## config.mk

```make
export PLATFORM = sky130hd
export DESIGN_NAME = mcd_fifo
export DESIGN_NICKNAME = d
export VERILOG_FILES = /design/src/sv/mcd_fifo.sv
export SDC_FILE = /design/constraint.sdc
export NUM_CORES = 1
export LEC_CHECK = 0
export BUFFER_PORTS_ARGS = -buffer_cell sky130_fd_sc_hd__buf_4
export CORE_MARGIN = 1.5
export CORE_UTILIZATION = 40
export CTS_BUF_LIST = sky130_fd_sc_hd__clkbuf_4 sky130_fd_sc_hd__clkbuf_8
export DETAILED_ROUTE_END_ITERATION = 16
export PLACE_DENSITY = 0.71
export SLEW_MARGIN = 20
export SYNTH_ARGS = -nofsm -noshare
export SYNTH_HDL_FRONTEND = slang
export SYNTH_SLANG_ARGS = --single-unit
```

## constraint.sdc

```tcl
create_clock -name i_clk -period 1.8 [get_ports i_clk]
set_clock_uncertainty 0.1 [all_clocks]
set_input_delay 0.09 -clock i_clk [delete_from_list [all_inputs] [get_ports i_clk]]
set_output_delay 0.09 -clock i_clk [all_outputs]
set_load 0.03 [all_outputs]
```

## src/sv/mcd_fifo.sv

```systemverilog
// Small register queue used between the detector stages.
// Standalone; no package use.
module mcd_fifo #(
    parameter int WIDTH = 8,
    parameter int DEPTH = 4
) (
    input  logic                       i_clk,
    input  logic                       i_rst_n,
    input  logic                       i_push,
    input  logic [WIDTH-1:0]           i_data,
    input  logic                       i_pop,
    output logic [WIDTH-1:0]           o_data,
    output logic                       o_full,
    output logic                       o_empty,
    output logic [$clog2(DEPTH+1)-1:0] o_count
);
    localparam int PTR_W = $clog2(DEPTH);
    localparam int CNT_W = $clog2(DEPTH + 1);

    logic [WIDTH-1:0] r_mem [DEPTH];
    logic [PTR_W-1:0] r_wr_ptr, r_rd_ptr;
    logic [CNT_W-1:0] r_count;

    assign o_full  = (r_count == CNT_W'(DEPTH));
    assign o_empty = (r_count == '0);
    assign o_count = r_count;
    assign o_data  = r_mem[r_rd_ptr];

    always_ff @(posedge i_clk) begin
        if (!i_rst_n) begin
            r_wr_ptr <= '0;
            r_rd_ptr <= '0;
            r_count  <= '0;
        end else begin
            if (i_push) begin
                r_wr_ptr <= (r_wr_ptr == PTR_W'(DEPTH - 1)) ? '0 : r_wr_ptr + 1'b1;
            end
            if (i_pop) begin
                r_rd_ptr <= (r_rd_ptr == PTR_W'(DEPTH - 1)) ? '0 : r_rd_ptr + 1'b1;
            end
            if (i_push && !i_pop) begin
                r_count <= r_count + 1'b1;
            end else if (!i_push && i_pop) begin
                r_count <= r_count - 1'b1;
            end
        end
    end

    always_ff @(posedge i_clk) begin
        if (i_push) begin
            r_mem[r_wr_ptr] <= i_data;
        end
    end

endmodule

```

==> results.py <==
metrics = {
    "run_status": {
        "status": "complete, no violations",
    },
    "critical_path": {
        "critPathMaxStageDelay_ps": 530,
        "crit_fanout": 8,
        "path_class": "reg2out",
        "crit_chain": "buf_4 > mux4_2 > buf_4",
        "cp_num_buf_inv": 2,
        "path_delay_family": "multiplexers",
        "cp_slowest_cell": "mux4_2",
        "cp_common_cell": "buf_4",
        "endpoint_kind": "primary output",
        "cp_data_arrival_time_ps": 1510,
        "startpoint_type": "register",
        "critPathRequiredTime_ps": 1610,
    },
    "logic_synthesis": {
        "synth_top_family_by_area": "multiplexers",
        "synth-xor-area-share": 0.0108,
        "ys_warn_count": 0,
        "ys_seq_area_frac": 0.706,
        "ys_types": 20,
        "synth_compound_area_frac": 0.0124,
        "syn_nets": 105,
        "avgSynthCellArea_um2": 18.8,
        "ys_ff_latch": 41,
        "yosys.area_share.simple": 0.0558,
        "synth_cells": 86,
        "synth_fa_ha_area_frac": 0.0589,
        "muxShareOfSynthArea": 0.136,
        "syn_area_um2": 1620,
    },
    "grt": {
        "grt_pass1_wl_um": 3840,
        "grt_overflow_total": 0,
        "track_usage": 0.125,
        "grt_pass1_vias": 843,
        "grt_start_max_net_pins": 13,
        "antenna_found_initial": 0,
    },
    "die": {
        "die_width_um": 66.5,
        "core_um2": 3770,
        "io-pin-count": 25,
        "start_util": 0.428,
        "die_h_um": 66.5,
        "dieArea_um2": 4430,
        "placementRows": 22,
    },
    "sta": {
        "tightestPinTransition_ps": 440,
        "period_needed_ps": 1700,
        "rsz0062_at_grt": "false",
        "tns_ps": 0,
        "slew_headroom": 0.707,
        "setup_slack_ps": 99.8,
        "final-max-slew-violation-count": 0,
        "max_freq_mhz": 588,
        "hold_viol_final": 0,
        "fin_crit_sh": 0.945,
        "setup_viol": 0,
    },
    "routing": {
        "met2_length_um": 1150,
        "routed_wl_um": 2410,
        "dr.pass1.iters": 4,
        "wl_met1_um": 1090,
        "dr_wl_met3_um": 138,
        "wire_per_inst_um": 13.9,
        "vias": 826,
        "first_iter_violations": 55,
        "viasPerCell": 4.75,
        "drc": 0,
        "ant_nets": 0,
        "top_layer": "met4",
    },
    "cts": {
        "cts-resized-gates": 0,
        "clk_pin_slew_worst_paths_ps": 70,
        "cts_tree": "built",
        "worst_skew_pair.late_latency_ps": 280,
        "cts_setup_buffers": 0,
        "clk_path_buf_depth": 2,
        "cts_max_level": 2,
        "numClockSinks": 41,
        "root_buffer": "clkbuf_8",
        "numCtsBuffers": 5,
    },
    "finish": {
        "nFillCells": 302,
        "areaGrowthSynthToFinish_pct": 25.4,
        "design_area_um2": 2030,
        "fin_nets": 144,
        "layout-drive-gt1-share": 0.325,
        "n_antenna_cell": 0,
        "final_util": 0.537,
    },
    "pwr": {
        "ir_drop_v": 0.000529,
        "cellLeakagePower_nw": 0.757,
        "power_density_nw_per_um2": 1020,
    },
    "placement": {
        "gp_congestion": 0.640,
        "dpl_cell_area_um2": 1850,
        "numPortBuffers": 24,
        "dp_hpwl_um": 1680,
        "place_ws_ps": 123,
    },
    "run": {
        "maxCapViolCount": 0,
    },
    "hold_path": {
        "hold_class": "in2reg",
    },
}
area by class of cell:
| class | count | area, um^2 | share of cell area |
|---|---|---|---|
| flip-flops and latches | 41 | 1140 | 0.563 |
| multi-input cells | 39 | 443 | 0.219 |
| repair buffers | 34 | 278 | 0.137 |
| clock buffers | 7 | 83.8 | 0.0414 |
| well taps | 48 | 60.1 | 0.0296 |
| inverters | 4 | 15.0 | 0.00741 |
| clock inverters | 1 | 5.00 | 0.00247 |
path summary, 6_finish.rpt:
| kind | from | end | slack [ps] | cells past startpoint |
|---|---|---|---|---|
| max | register | o_data[2] | 100 | 3 |
| min | i_push | r_wr_ptr[0] | 40 | 3 |
| max reg2reg | o_count[0] | o_count[2] | 220 | 4 |
| min reg2reg | o_count[2] | o_count[2] | 440 | 2 |
power breakdown:
part	internal [W]	leakage [nW]	switching, W	total [W]
Clock	0.000302	0.0491	0.000282	0.000584
Sequential	0.00108	0.368	0.0000372	0.00111
Combinational	0.000166	0.340	0.000193	0.000359
Total	0.00154	0.757	0.000513	0.00206
stage by stage:
stage                     power [W]  instances  hold slack (ps)
after detailed placement    0.00149        157              196
final                       0.00206        174             39.3
after CTS                   0.00208        174             40.7
after global placement      0.00147        157              189
after floorplan             0.00135         86             88.9
after global routing        0.00216        174             44.1
Yosys cell counts:
cell / instances / area share
nor2b_1: 5 / 0.019
mux4_2: 8 / 0.11
nor3b_1: 1 / 0.0046
buf_6: 1 / 0.0070
clkbuf_2: 1 / 0.0031
edfxtp_1: 32 / 0.59
nor3_1: 2 / 0.0062
and2_1: 5 / 0.019
or3_1: 1 / 0.0039
o21a_1: 1 / 0.0046
dfxtp_1: 9 / 0.11
ha_1: 6 / 0.046
o21ai_0: 1 / 0.0031
mux2i_1: 4 / 0.025
fa_1: 1 / 0.012
xnor2_1: 1 / 0.0054
nor2_1: 1 / 0.0023
inv_1: 4 / 0.0093
xor2_1: 1 / 0.0054
a21boi_1: 1 / 0.0046
metal layers:
layer	up-vias	GRT usage
li1	403	-
met3	5	0.0439
met1	392	0.145
met2	26	0.200
met4	0	0.0689
met5	-	0
registers in the layout, summed over array words and instances (netlist names), named ones only:
signal	count
r_mem	32
o_count	3
r_rd_ptr	2
r_wr_ptr	2
cells by family after synthesis:
logic type	Yosys count
AO/OA/AOI/OAI	3
adder cells (fa/ha/maj)	7
XOR/XNOR	2
multiplexers	12
buffers and inverters	6
flip-flops	41
AND/OR/NAND/NOR	15
worst register-to-register path, stage by stage (launching register included):
cell and delay [ps]:
dfxtp_1 370, fa_1 450, xor2_1 160, or3_1 300, a21boi_1 140
cell usage in the layout (no fill, tap or decap):
cell type | synthesis | layout
edfxtp_1 | 32 | 32
buf_4 | 0 | 25
dfxtp_1 | 9 | 9
dlygate4sd3_1 | 0 | 9
mux4_2 | 8 | 8
ha_1 | 6 | 6
and2_1 | 5 | 5
nor2b_1 | 5 | 5
clkbuf_8 | 0 | 5
inv_1 | 4 | 4
mux2i_1 | 4 | 4
nor3_1 | 2 | 2
clkbuf_4 | 0 | 2
nor3b_1 | 1 | 1
xnor2_1 | 1 | 1
nor2_1 | 1 | 1
o21a_1 | 1 | 1
xor2_1 | 1 | 1
o21ai_0 | 1 | 1
or3_1 | 1 | 1
a21boi_1 | 1 | 1
fa_1 | 1 | 1
clkinv_2 | 0 | 1
timing repair:
action,in CTS,in global routing
hold buffers,9,0
setup endpoints to repair,0,0
hold endpoints to repair,38,0
No activity file was read; power rests on OpenSTA's default activity.
