[src/sv/mcd_pkg.sv]
// Shared types and constants of the Moravec corner detector.
// Used by every module of the block but mcd_fifo; depends on nothing.
package mcd_pkg;

    // Geometry of the detector
    localparam int MAX_WIDTH   = 1024;
    localparam int WINDOW_SIZE = 5;
    localparam int TILE_SIZE   = 15;

    localparam int HALF_WIN   = WINDOW_SIZE / 2;
    localparam int SPAN       = 2 * HALF_WIN + 1;
    localparam int TAPS       = SPAN - 1;
    localparam int TILE_COLS  = MAX_WIDTH / TILE_SIZE;
    localparam int TILE_REACH = 2 * (TILE_SIZE / 2);
    localparam int NUM_DIRS   = 4;

    // Field and register widths
    localparam int PIX_W  = 8;
    localparam int COL_W  = $clog2(MAX_WIDTH);
    localparam int WID_W  = 11;
    localparam int ROW_W  = 12;
    localparam int THR_W  = 18;
    localparam int STR_W  = 18;
    localparam int RM_W   = $clog2(SPAN);
    localparam int TX_W   = $clog2(MAX_WIDTH / TILE_SIZE + 1);
    localparam int OFF_W  = $clog2(TILE_SIZE);
    localparam int HB_W   = ROW_W + 1;
    localparam int WB_W   = COL_W + 1;
    localparam int SQ_W   = 2 * PIX_W;
    localparam int SUM_W  = SQ_W + $clog2(TAPS);

    localparam logic [STR_W-1:0] STR_MAX = {STR_W{1'b1}};

    // Configuration port
    localparam int CFG_IDX_W  = 2;
    localparam int CFG_DATA_W = 18;

    typedef enum logic [CFG_IDX_W-1:0] {
        CFG_FRAME_WIDTH  = 2'd0,
        CFG_FRAME_HEIGHT = 2'd1,
        CFG_THRESHOLD    = 2'd2
    } t_cfg_idx;

    localparam logic [WID_W-1:0] RST_FRAME_WIDTH  = 11'd640;
    localparam logic [ROW_W-1:0] RST_FRAME_HEIGHT = 12'd480;
    localparam logic [THR_W-1:0] RST_THRESHOLD    = 18'd975;

    // Queue depths
    localparam int PIX_QDEPTH = 4;
    localparam int RES_QDEPTH = 8;
    localparam int RCNT_W     = $clog2(RES_QDEPTH + 1);

    // Classified pixel item, front to back
    typedef struct packed {
        logic [PIX_W-1:0] pix;
        logic [COL_W-1:0] col;
        logic [RM_W-1:0]  rmod;
        logic             clr;
        logic             interior;
        logic             in_tile;
        logic             last;
        logic [TX_W-1:0]  tx;
        logic [ROW_W-1:0] hc;
        logic [COL_W-1:0] wc;
    } t_pix_item;

    // Best-so-far entry of one tile column
    typedef struct packed {
        logic [STR_W-1:0] value;
        logic [COL_W-1:0] col;
        logic [ROW_W-1:0] row;
    } t_tile;

    // Keypoint result item
    typedef struct packed {
        logic [COL_W-1:0] key_x;
        logic [ROW_W-1:0] key_y;
        logic [STR_W-1:0] strength;
    } t_key;

endpackage

[src/sv/mcd_front.sv]
// Front end: accepts pixels, tracks raster position and tile position,
// and classifies each pixel for the back end. Uses mcd_pkg.
module mcd_front (
    input  logic                      i_clk,
    input  logic                      i_rst_n,
    input  logic                      i_valid,
    output logic                      o_ready,
    input  logic [mcd_pkg::PIX_W-1:0] i_pixel_value,
    input  logic                      i_start_of_frame,
    input  logic [mcd_pkg::WID_W-1:0] i_frame_width,
    input  logic [mcd_pkg::ROW_W-1:0] i_frame_height,
    input  logic                      i_full,
    output logic                      o_push,
    output mcd_pkg::t_pix_item        o_item
);
    localparam int COL_W = mcd_pkg::COL_W;
    localparam int WID_W = mcd_pkg::WID_W;
    localparam int ROW_W = mcd_pkg::ROW_W;
    localparam int RM_W  = mcd_pkg::RM_W;
    localparam int TX_W  = mcd_pkg::TX_W;
    localparam int OFF_W = mcd_pkg::OFF_W;
    localparam int HB_W  = mcd_pkg::HB_W;
    localparam int WB_W  = mcd_pkg::WB_W;
    localparam int HALF  = mcd_pkg::HALF_WIN;
    localparam int TILE  = mcd_pkg::TILE_SIZE;

    logic [COL_W-1:0] r_col;
    logic [ROW_W-1:0] r_row;
    logic [RM_W-1:0]  r_rmod;
    logic             r_wrap_pend;
    logic [OFF_W-1:0] r_woff, r_hoff;
    logic [TX_W-1:0]  r_wtx;
    logic [WB_W-1:0]  r_wbase;
    logic [HB_W-1:0]  r_hbase;

    logic [COL_W-1:0] n_col;
    logic [ROW_W-1:0] n_row;
    logic [RM_W-1:0]  n_rmod;
    logic             n_wrap_pend;
    logic [OFF_W-1:0] n_woff, n_hoff;
    logic [TX_W-1:0]  n_wtx;
    logic [WB_W-1:0]  n_wbase;
    logic [HB_W-1:0]  n_hbase;

    logic [WID_W-1:0] weff;
    logic [ROW_W-1:0] heff;
    logic [COL_W-1:0] c0, c1;
    logic [ROW_W-1:0] r0, r2;
    logic [ROW_W:0]   r1, rn;
    logic [WID_W-1:0] cn;
    logic [RM_W-1:0]  rm0, rm1, rm2;
    logic             wrap_c, fwrap, interior, in_tile, last;

    function automatic logic [RM_W-1:0] rm_inc(input logic [RM_W-1:0] rm);
        return (rm == RM_W'(mcd_pkg::SPAN - 1)) ? '0 : rm + 1'b1;
    endfunction

    assign o_ready = !i_full;
    assign o_push  = i_valid && !i_full;

    always_comb begin
        // usable frame size
        if (i_frame_width == '0) begin
            weff = WID_W'(1);
        end else if (i_frame_width > WID_W'(mcd_pkg::MAX_WIDTH)) begin
            weff = WID_W'(mcd_pkg::MAX_WIDTH);
        end else begin
            weff = i_frame_width;
        end
        heff = (i_frame_height == '0) ? ROW_W'(1) : i_frame_height;

        c0  = i_start_of_frame ? '0 : r_col;
        r0  = i_start_of_frame ? '0 : r_row;
        rm0 = i_start_of_frame ? '0 : r_rmod;

        // column beyond the width wraps to the next row
        wrap_c = ({1'b0, c0} >= weff);
        c1     = wrap_c ? '0 : c0;
        r1     = wrap_c ? {1'b0, r0} + 1'b1 : {1'b0, r0};
        rm1    = wrap_c ? rm_inc(rm0) : rm0;
        fwrap  = (r1 >= {1'b0, heff});
        r2     = fwrap ? '0 : r1[ROW_W-1:0];
        rm2    = fwrap ? '0 : rm1;

        // tile column tracking for center column c1 - HALF
        n_woff  = r_woff;
        n_wtx   = r_wtx;
        n_wbase = r_wbase;
        if (c1 == COL_W'(HALF)) begin
            n_woff  = '0;
            n_wtx   = '0;
            n_wbase = '0;
        end else if (c1 > COL_W'(HALF)) begin
            if (r_woff == OFF_W'(TILE - 1)) begin
                n_woff  = '0;
                n_wtx   = r_wtx + 1'b1;
                n_wbase = r_wbase + WB_W'(TILE);
            end else begin
                n_woff = r_woff + 1'b1;
            end
        end

        // tile row tracking for center row r2 - HALF, once per row
        n_hoff  = r_hoff;
        n_hbase = r_hbase;
        if (c1 == '0) begin
            if (r2 == ROW_W'(HALF)) begin
                n_hoff  = '0;
                n_hbase = '0;
            end else if (r2 > ROW_W'(HALF)) begin
                if (r_hoff == OFF_W'(TILE - 1)) begin
                    n_hoff  = '0;
                    n_hbase = r_hbase + HB_W'(TILE);
                end else begin
                    n_hoff = r_hoff + 1'b1;
                end
            end
        end

        interior = (c1 >= COL_W'(2 * HALF)) && (r2 >= ROW_W'(2 * HALF));
        in_tile  = interior
                && (n_hbase + HB_W'(mcd_pkg::TILE_REACH) < {1'b0, heff})
                && (n_wbase + WB_W'(mcd_pkg::TILE_REACH) < weff);
        last     = ((n_hoff == OFF_W'(TILE - 1)) || (r2 == heff - 1'b1))
                && ((n_woff == OFF_W'(TILE - 1)) || ({1'b0, c1} == weff - 1'b1));

        // position of the next pixel
        cn          = {1'b0, c1} + 1'b1;
        n_col       = c1 + 1'b1;
        n_row       = r2;
        n_rmod      = rm2;
        n_wrap_pend = 1'b0;
        rn          = {1'b0, r2} + 1'b1;
        if (cn >= weff) begin
            n_col  = '0;
            n_row  = rn[ROW_W-1:0];
            n_rmod = rm_inc(rm2);
            if (rn >= {1'b0, heff}) begin
                n_row       = '0;
                n_rmod      = '0;
                n_wrap_pend = 1'b1;
            end
        end

        o_item.pix      = i_pixel_value;
        o_item.col      = c1;
        o_item.rmod     = rm2;
        o_item.clr      = i_start_of_frame || fwrap || r_wrap_pend;
        o_item.interior = interior;
        o_item.in_tile  = in_tile;
        o_item.last     = last;
        o_item.tx       = n_wtx;
        o_item.hc       = r2 - ROW_W'(HALF);
        o_item.wc       = c1 - COL_W'(HALF);
    end

    always_ff @(posedge i_clk) begin
        if (!i_rst_n) begin
            r_col       <= '0;
            r_row       <= '0;
            r_rmod      <= '0;
            r_wrap_pend <= 1'b0;
            r_woff      <= '0;
            r_wtx       <= '0;
            r_wbase     <= '0;
            r_hoff      <= '0;
            r_hbase     <= '0;
        end else if (o_push) begin
            r_col       <= n_col;
            r_row       <= n_row;
            r_rmod      <= n_rmod;
            r_wrap_pend <= n_wrap_pend;
            r_woff      <= n_woff;
            r_wtx       <= n_wtx;
            r_wbase     <= n_wbase;
            r_hoff      <= n_hoff;
            r_hbase     <= n_hbase;
        end
    end

endmodule

[config.mk]
export PLATFORM = sky130hd
export DESIGN_NAME = mcd_front
export DESIGN_NICKNAME = d
export VERILOG_FILES = /design/src/sv/mcd_pkg.sv /design/src/sv/mcd_front.sv
export SDC_FILE = /design/constraint.sdc
export NUM_CORES = 1
export LEC_CHECK = 0
export BUFFER_PORTS_ARGS = -buffer_cell sky130_fd_sc_hd__buf_2
export CORE_ASPECT_RATIO = 0.8
export CORE_MARGIN = 2
export CORE_UTILIZATION = 50
export CTS_BUF_LIST = sky130_fd_sc_hd__clkbuf_8
export DETAILED_ROUTE_END_ITERATION = 10
export PLACE_DENSITY = 0.77
export SETUP_SLACK_MARGIN = 0.4
export SLEW_MARGIN = 20
export SYNTH_ARGS = -nofsm -noshare
export SYNTH_HDL_FRONTEND = slang
export SYNTH_SLANG_ARGS = --single-unit
[constraint.sdc]
create_clock -name i_clk -period 19.15 [get_ports i_clk]
set_clock_uncertainty 0.15 [all_clocks]
set_input_delay 0.9575 -clock i_clk [delete_from_list [all_inputs] [get_ports i_clk]]
set_output_delay 0.9575 -clock i_clk [all_outputs]
set_load 0.005 [all_outputs]
==> qor.yml <==
yosys:
  synth_seq_cells: 65
  postSynthAreaPerCell_sq_um: 7.02
  synth.distinct_cells: 81
  yosysTopAreaCell: "dfxtp_1"
  synth-edff-count: 0
  async_flop_share: 0
  synth_top_area_share: 0.163
  synth_area_leaders: "dfxtp_1 (16%), ha_1 (14%), nand2_1 (7.1%), xnor2_1 (7.0%), a21oi_1 (6.0%)"
  mappedNetlistNets: 1265
  syn-cell-area_sq_mm: 0.00799
  synthCells: 1139
  synth_flop_cell: "dfxtp_1"
  yosysWarnings: 0
  seq_area_frac_synth: 0.163
timing:
  holdWs_ps: 305
  maxSlewViolCount: 0
  tightestPinTransition_ps: 1230
  layout_min_cycle_time_ps: 11950
  setup_violations: 0
  tns_ps: 0
  max_slew_margin: 0.170
  finalHoldViolCount: 0
  finalCritPeriodShare: 0.624
  max_freq_mhz: 83.7
  rsz0062_at_grt: "no"
die:
  initial_utilization: 0.509
  row_count: 41
  ios: 92
  coreArea_sq_mm: 0.0157
  dieArea_sq_mm: 0.0170
  die_w_um: 145
  chipHeight_um: 117
worst_setup_path:
  r2r_start: "r_col[2]"
  timing.rr.end: "r_row[3]"
  r2r_cells: 31
  worst_ep_required_time_ps: 18040
  critPathLaunchType: "input pin"
  end_kind: "output pin"
  max_stage_delay_ps: 730
  worstPathMaxFanout: 25
  worstSetupPathType: "input pin to output pin"
  cp_slowest_cell: "o21a_1"
  cpMostUsedCell: "ha_1"
  arrival_ps: 10840
  rrSetupSlack_ps: 10620
clock_tree:
  cts_buffer_depth: 2
  cts_hold_buf: 0
  numCtsBuffers: 9
  clock-sinks: 65
  post-cts-setup-buffers: 0
  cts_resized: 0
  cts.htree.levels: 3
  clkTransAtPathRegs_ps: 70
  clkLatencyLatePin_ps: 370
  cts_tree: "done"
  clockRootBuffer: "clkbuf_8"
power_and_ir_drop:
  comb_power_share: 0.237
  power.leakage_nw: 3.63
  p_per_area_mw_per_mm2: 38.3
  pwr-share-clk: 0.337
  p_sw_mw: 0.115
  p_sw_frac: 0.350
  power.total_mw: 0.329
  p_seq_frac: 0.426
  peakVddDrop_mv: 0.0327
  cellInternalPower_mw: 0.214
detailed_routing:
  wl_per_cell_um: 16.7
  vias: 8446
  wl_mm: 23.2
  post-route-drc-count: 0
  ant_nets: 0
  drtIter0Drc: 1068
  first_pass_iters: 5
  avgViaCountPerCell: 6.08
layout:
  stdcell_count: 1389
  fillCellCount: 1532
  drive_gt1_frac: 0.112
  area_delta_synth_final_pct: 7.69
  nets: 1295
  antennaDiodeCount: 0
grt:
  grt_overflow: 0
  antenna_found_initial: 0
  grt_first_pass_wirelength_mm: 37.8
  grt_max_degree: 64
  grt_pass1_vias: 7463
  grtUsageTotal: 0.270
min_path:
  min_path_cells: 2
  holdCritPathClass: "flip-flop to flip-flop"
  min-delay-start: "r_wrap_pend"
  whs_endpoint: "r_wrap_pend"
placement:
  hpwl_mm: 17.2
  numPortBuffers: 75
  post-place-cells: 1373
  gp_congestion: 0.940
run_status:
  status: "completed"
run:
  drv_cap: 0
==> kinds of logic (layout without fill, tap and decap cells) <==
logic type / count (synthesis) / in the layout / synth area share
XOR/XNOR: 90 / 90 / 0.0987
AO/OA/AOI/OAI: 267 / 267 / 0.219
buffers and inverters: 126 / 161 / 0.0656
flip-flops: 65 / 65 / 0.163
AND/OR/NAND/NOR: 487 / 487 / 0.295
multiplexers: 14 / 14 / 0.0188
adder cells (fa/ha/maj): 90 / 90 / 0.141
==> power by group through the flow <==
stage / registers [mW] / clock network, mW / logic [mW]
2_1_floorplan: 0.143 / 0 / 0.0555
3_3_place_gp: 0.143 / 0 / 0.0747
3_5_place_dp: 0.143 / 0 / 0.0759
4_1_cts: 0.140 / 0.112 / 0.0764
5_1_grt: 0.141 / 0.119 / 0.0863
6_report: 0.140 / 0.111 / 0.0780
==> flip-flops by register name, summed over array words and instances, names as in the netlist <==
register,cells
r_wbase,11
r_row,12
r_hbase,13
r_woff,4
r_hoff,4
r_wtx,7
r_wrap_pend,1
r_col,10
r_rmod,3
==> how the worst max path moves through the flow <==
stage,startpoint,to,slack (ps)
after floorplan,i_start_of_frame,o_item[30],8970
after global placement,i_frame_width[7],o_item[30],7760
after detailed placement,i_frame_width[7],o_item[30],7370
after CTS,i_frame_width[7],o_item[30],7350
after global routing,i_frame_width[7],o_item[30],6470
final,i_frame_width[7],o_item[30],7200
==> cell type report <==
cell class / count / area, sq um / share of cell area
clock buffers: 9 / 124 / 0.0144
clock inverters: 7 / 55.1 / 0.00640
inverters: 60 / 226 / 0.0263
multi-input cells: 948 / 6180 / 0.718
flip-flops and latches: 65 / 1300 / 0.151
well taps: 215 / 269 / 0.0313
repair buffers: 85 / 450 / 0.0523
==> synth_stat cells, types with 26 or more instances <==
cell	instances
ha_1	90
xnor2_1	64
clkbuf_1	45
nand3_1	47
nor2_1	119
o21ai_0	47
nor3_1	38
nand2_1	152
a21oi_1	95
inv_1	56
dfxtp_1	65
xor2_1	26
==> per-stage QoR <==
stage | utilization | area [sq um] | setup slack [ps]
2_1_floorplan | - | 7990 | 8970
3_3_place_gp | 0.536 | 8420 | 7760
3_5_place_dp | 0.537 | 8420 | 7370
4_1_cts | 0.548 | 8600 | 7350
5_1_grt | 0.548 | 8600 | 6470
6_report | 0.548 | 8600 | 7200
==> metal layers <==
layer,routed length [um],share of wire,track usage,vias up
met5,0,0,0,-
met4,337,0.015,0.0667,0
met3,2110,0.091,0.0484,41
met2,10100,0.44,0.433,401
met1,10700,0.46,0.381,3902
li1,-,-,-,4102
==> placed cells by master (no fill, tap or decap), types with 18 or more instances in the layout <==
cell / n
nand2_1: 151
nor2_1: 119
a21oi_1: 95
ha_1: 90
buf_2: 75
dfxtp_1: 65
xnor2_1: 64
inv_1: 56
o21ai_0: 47
nand3_1: 47
nor3_1: 37
xor2_1: 26
nor2b_1: 23
nand4_1: 21
a21o_1: 18
a211oi_1: 18
==> worst max-delay path, delay by kind of cell <==
kind	cells	cell delay, ps
AOI/OAI and AO/OA	16	4870
and+or+nand+nor	10	2500
adders and majority gates	4	1040
xor gates and xnor gates	3	770
buffers and inverters	4	540
muxes	1	130
(Power assumes the default switching activity.)
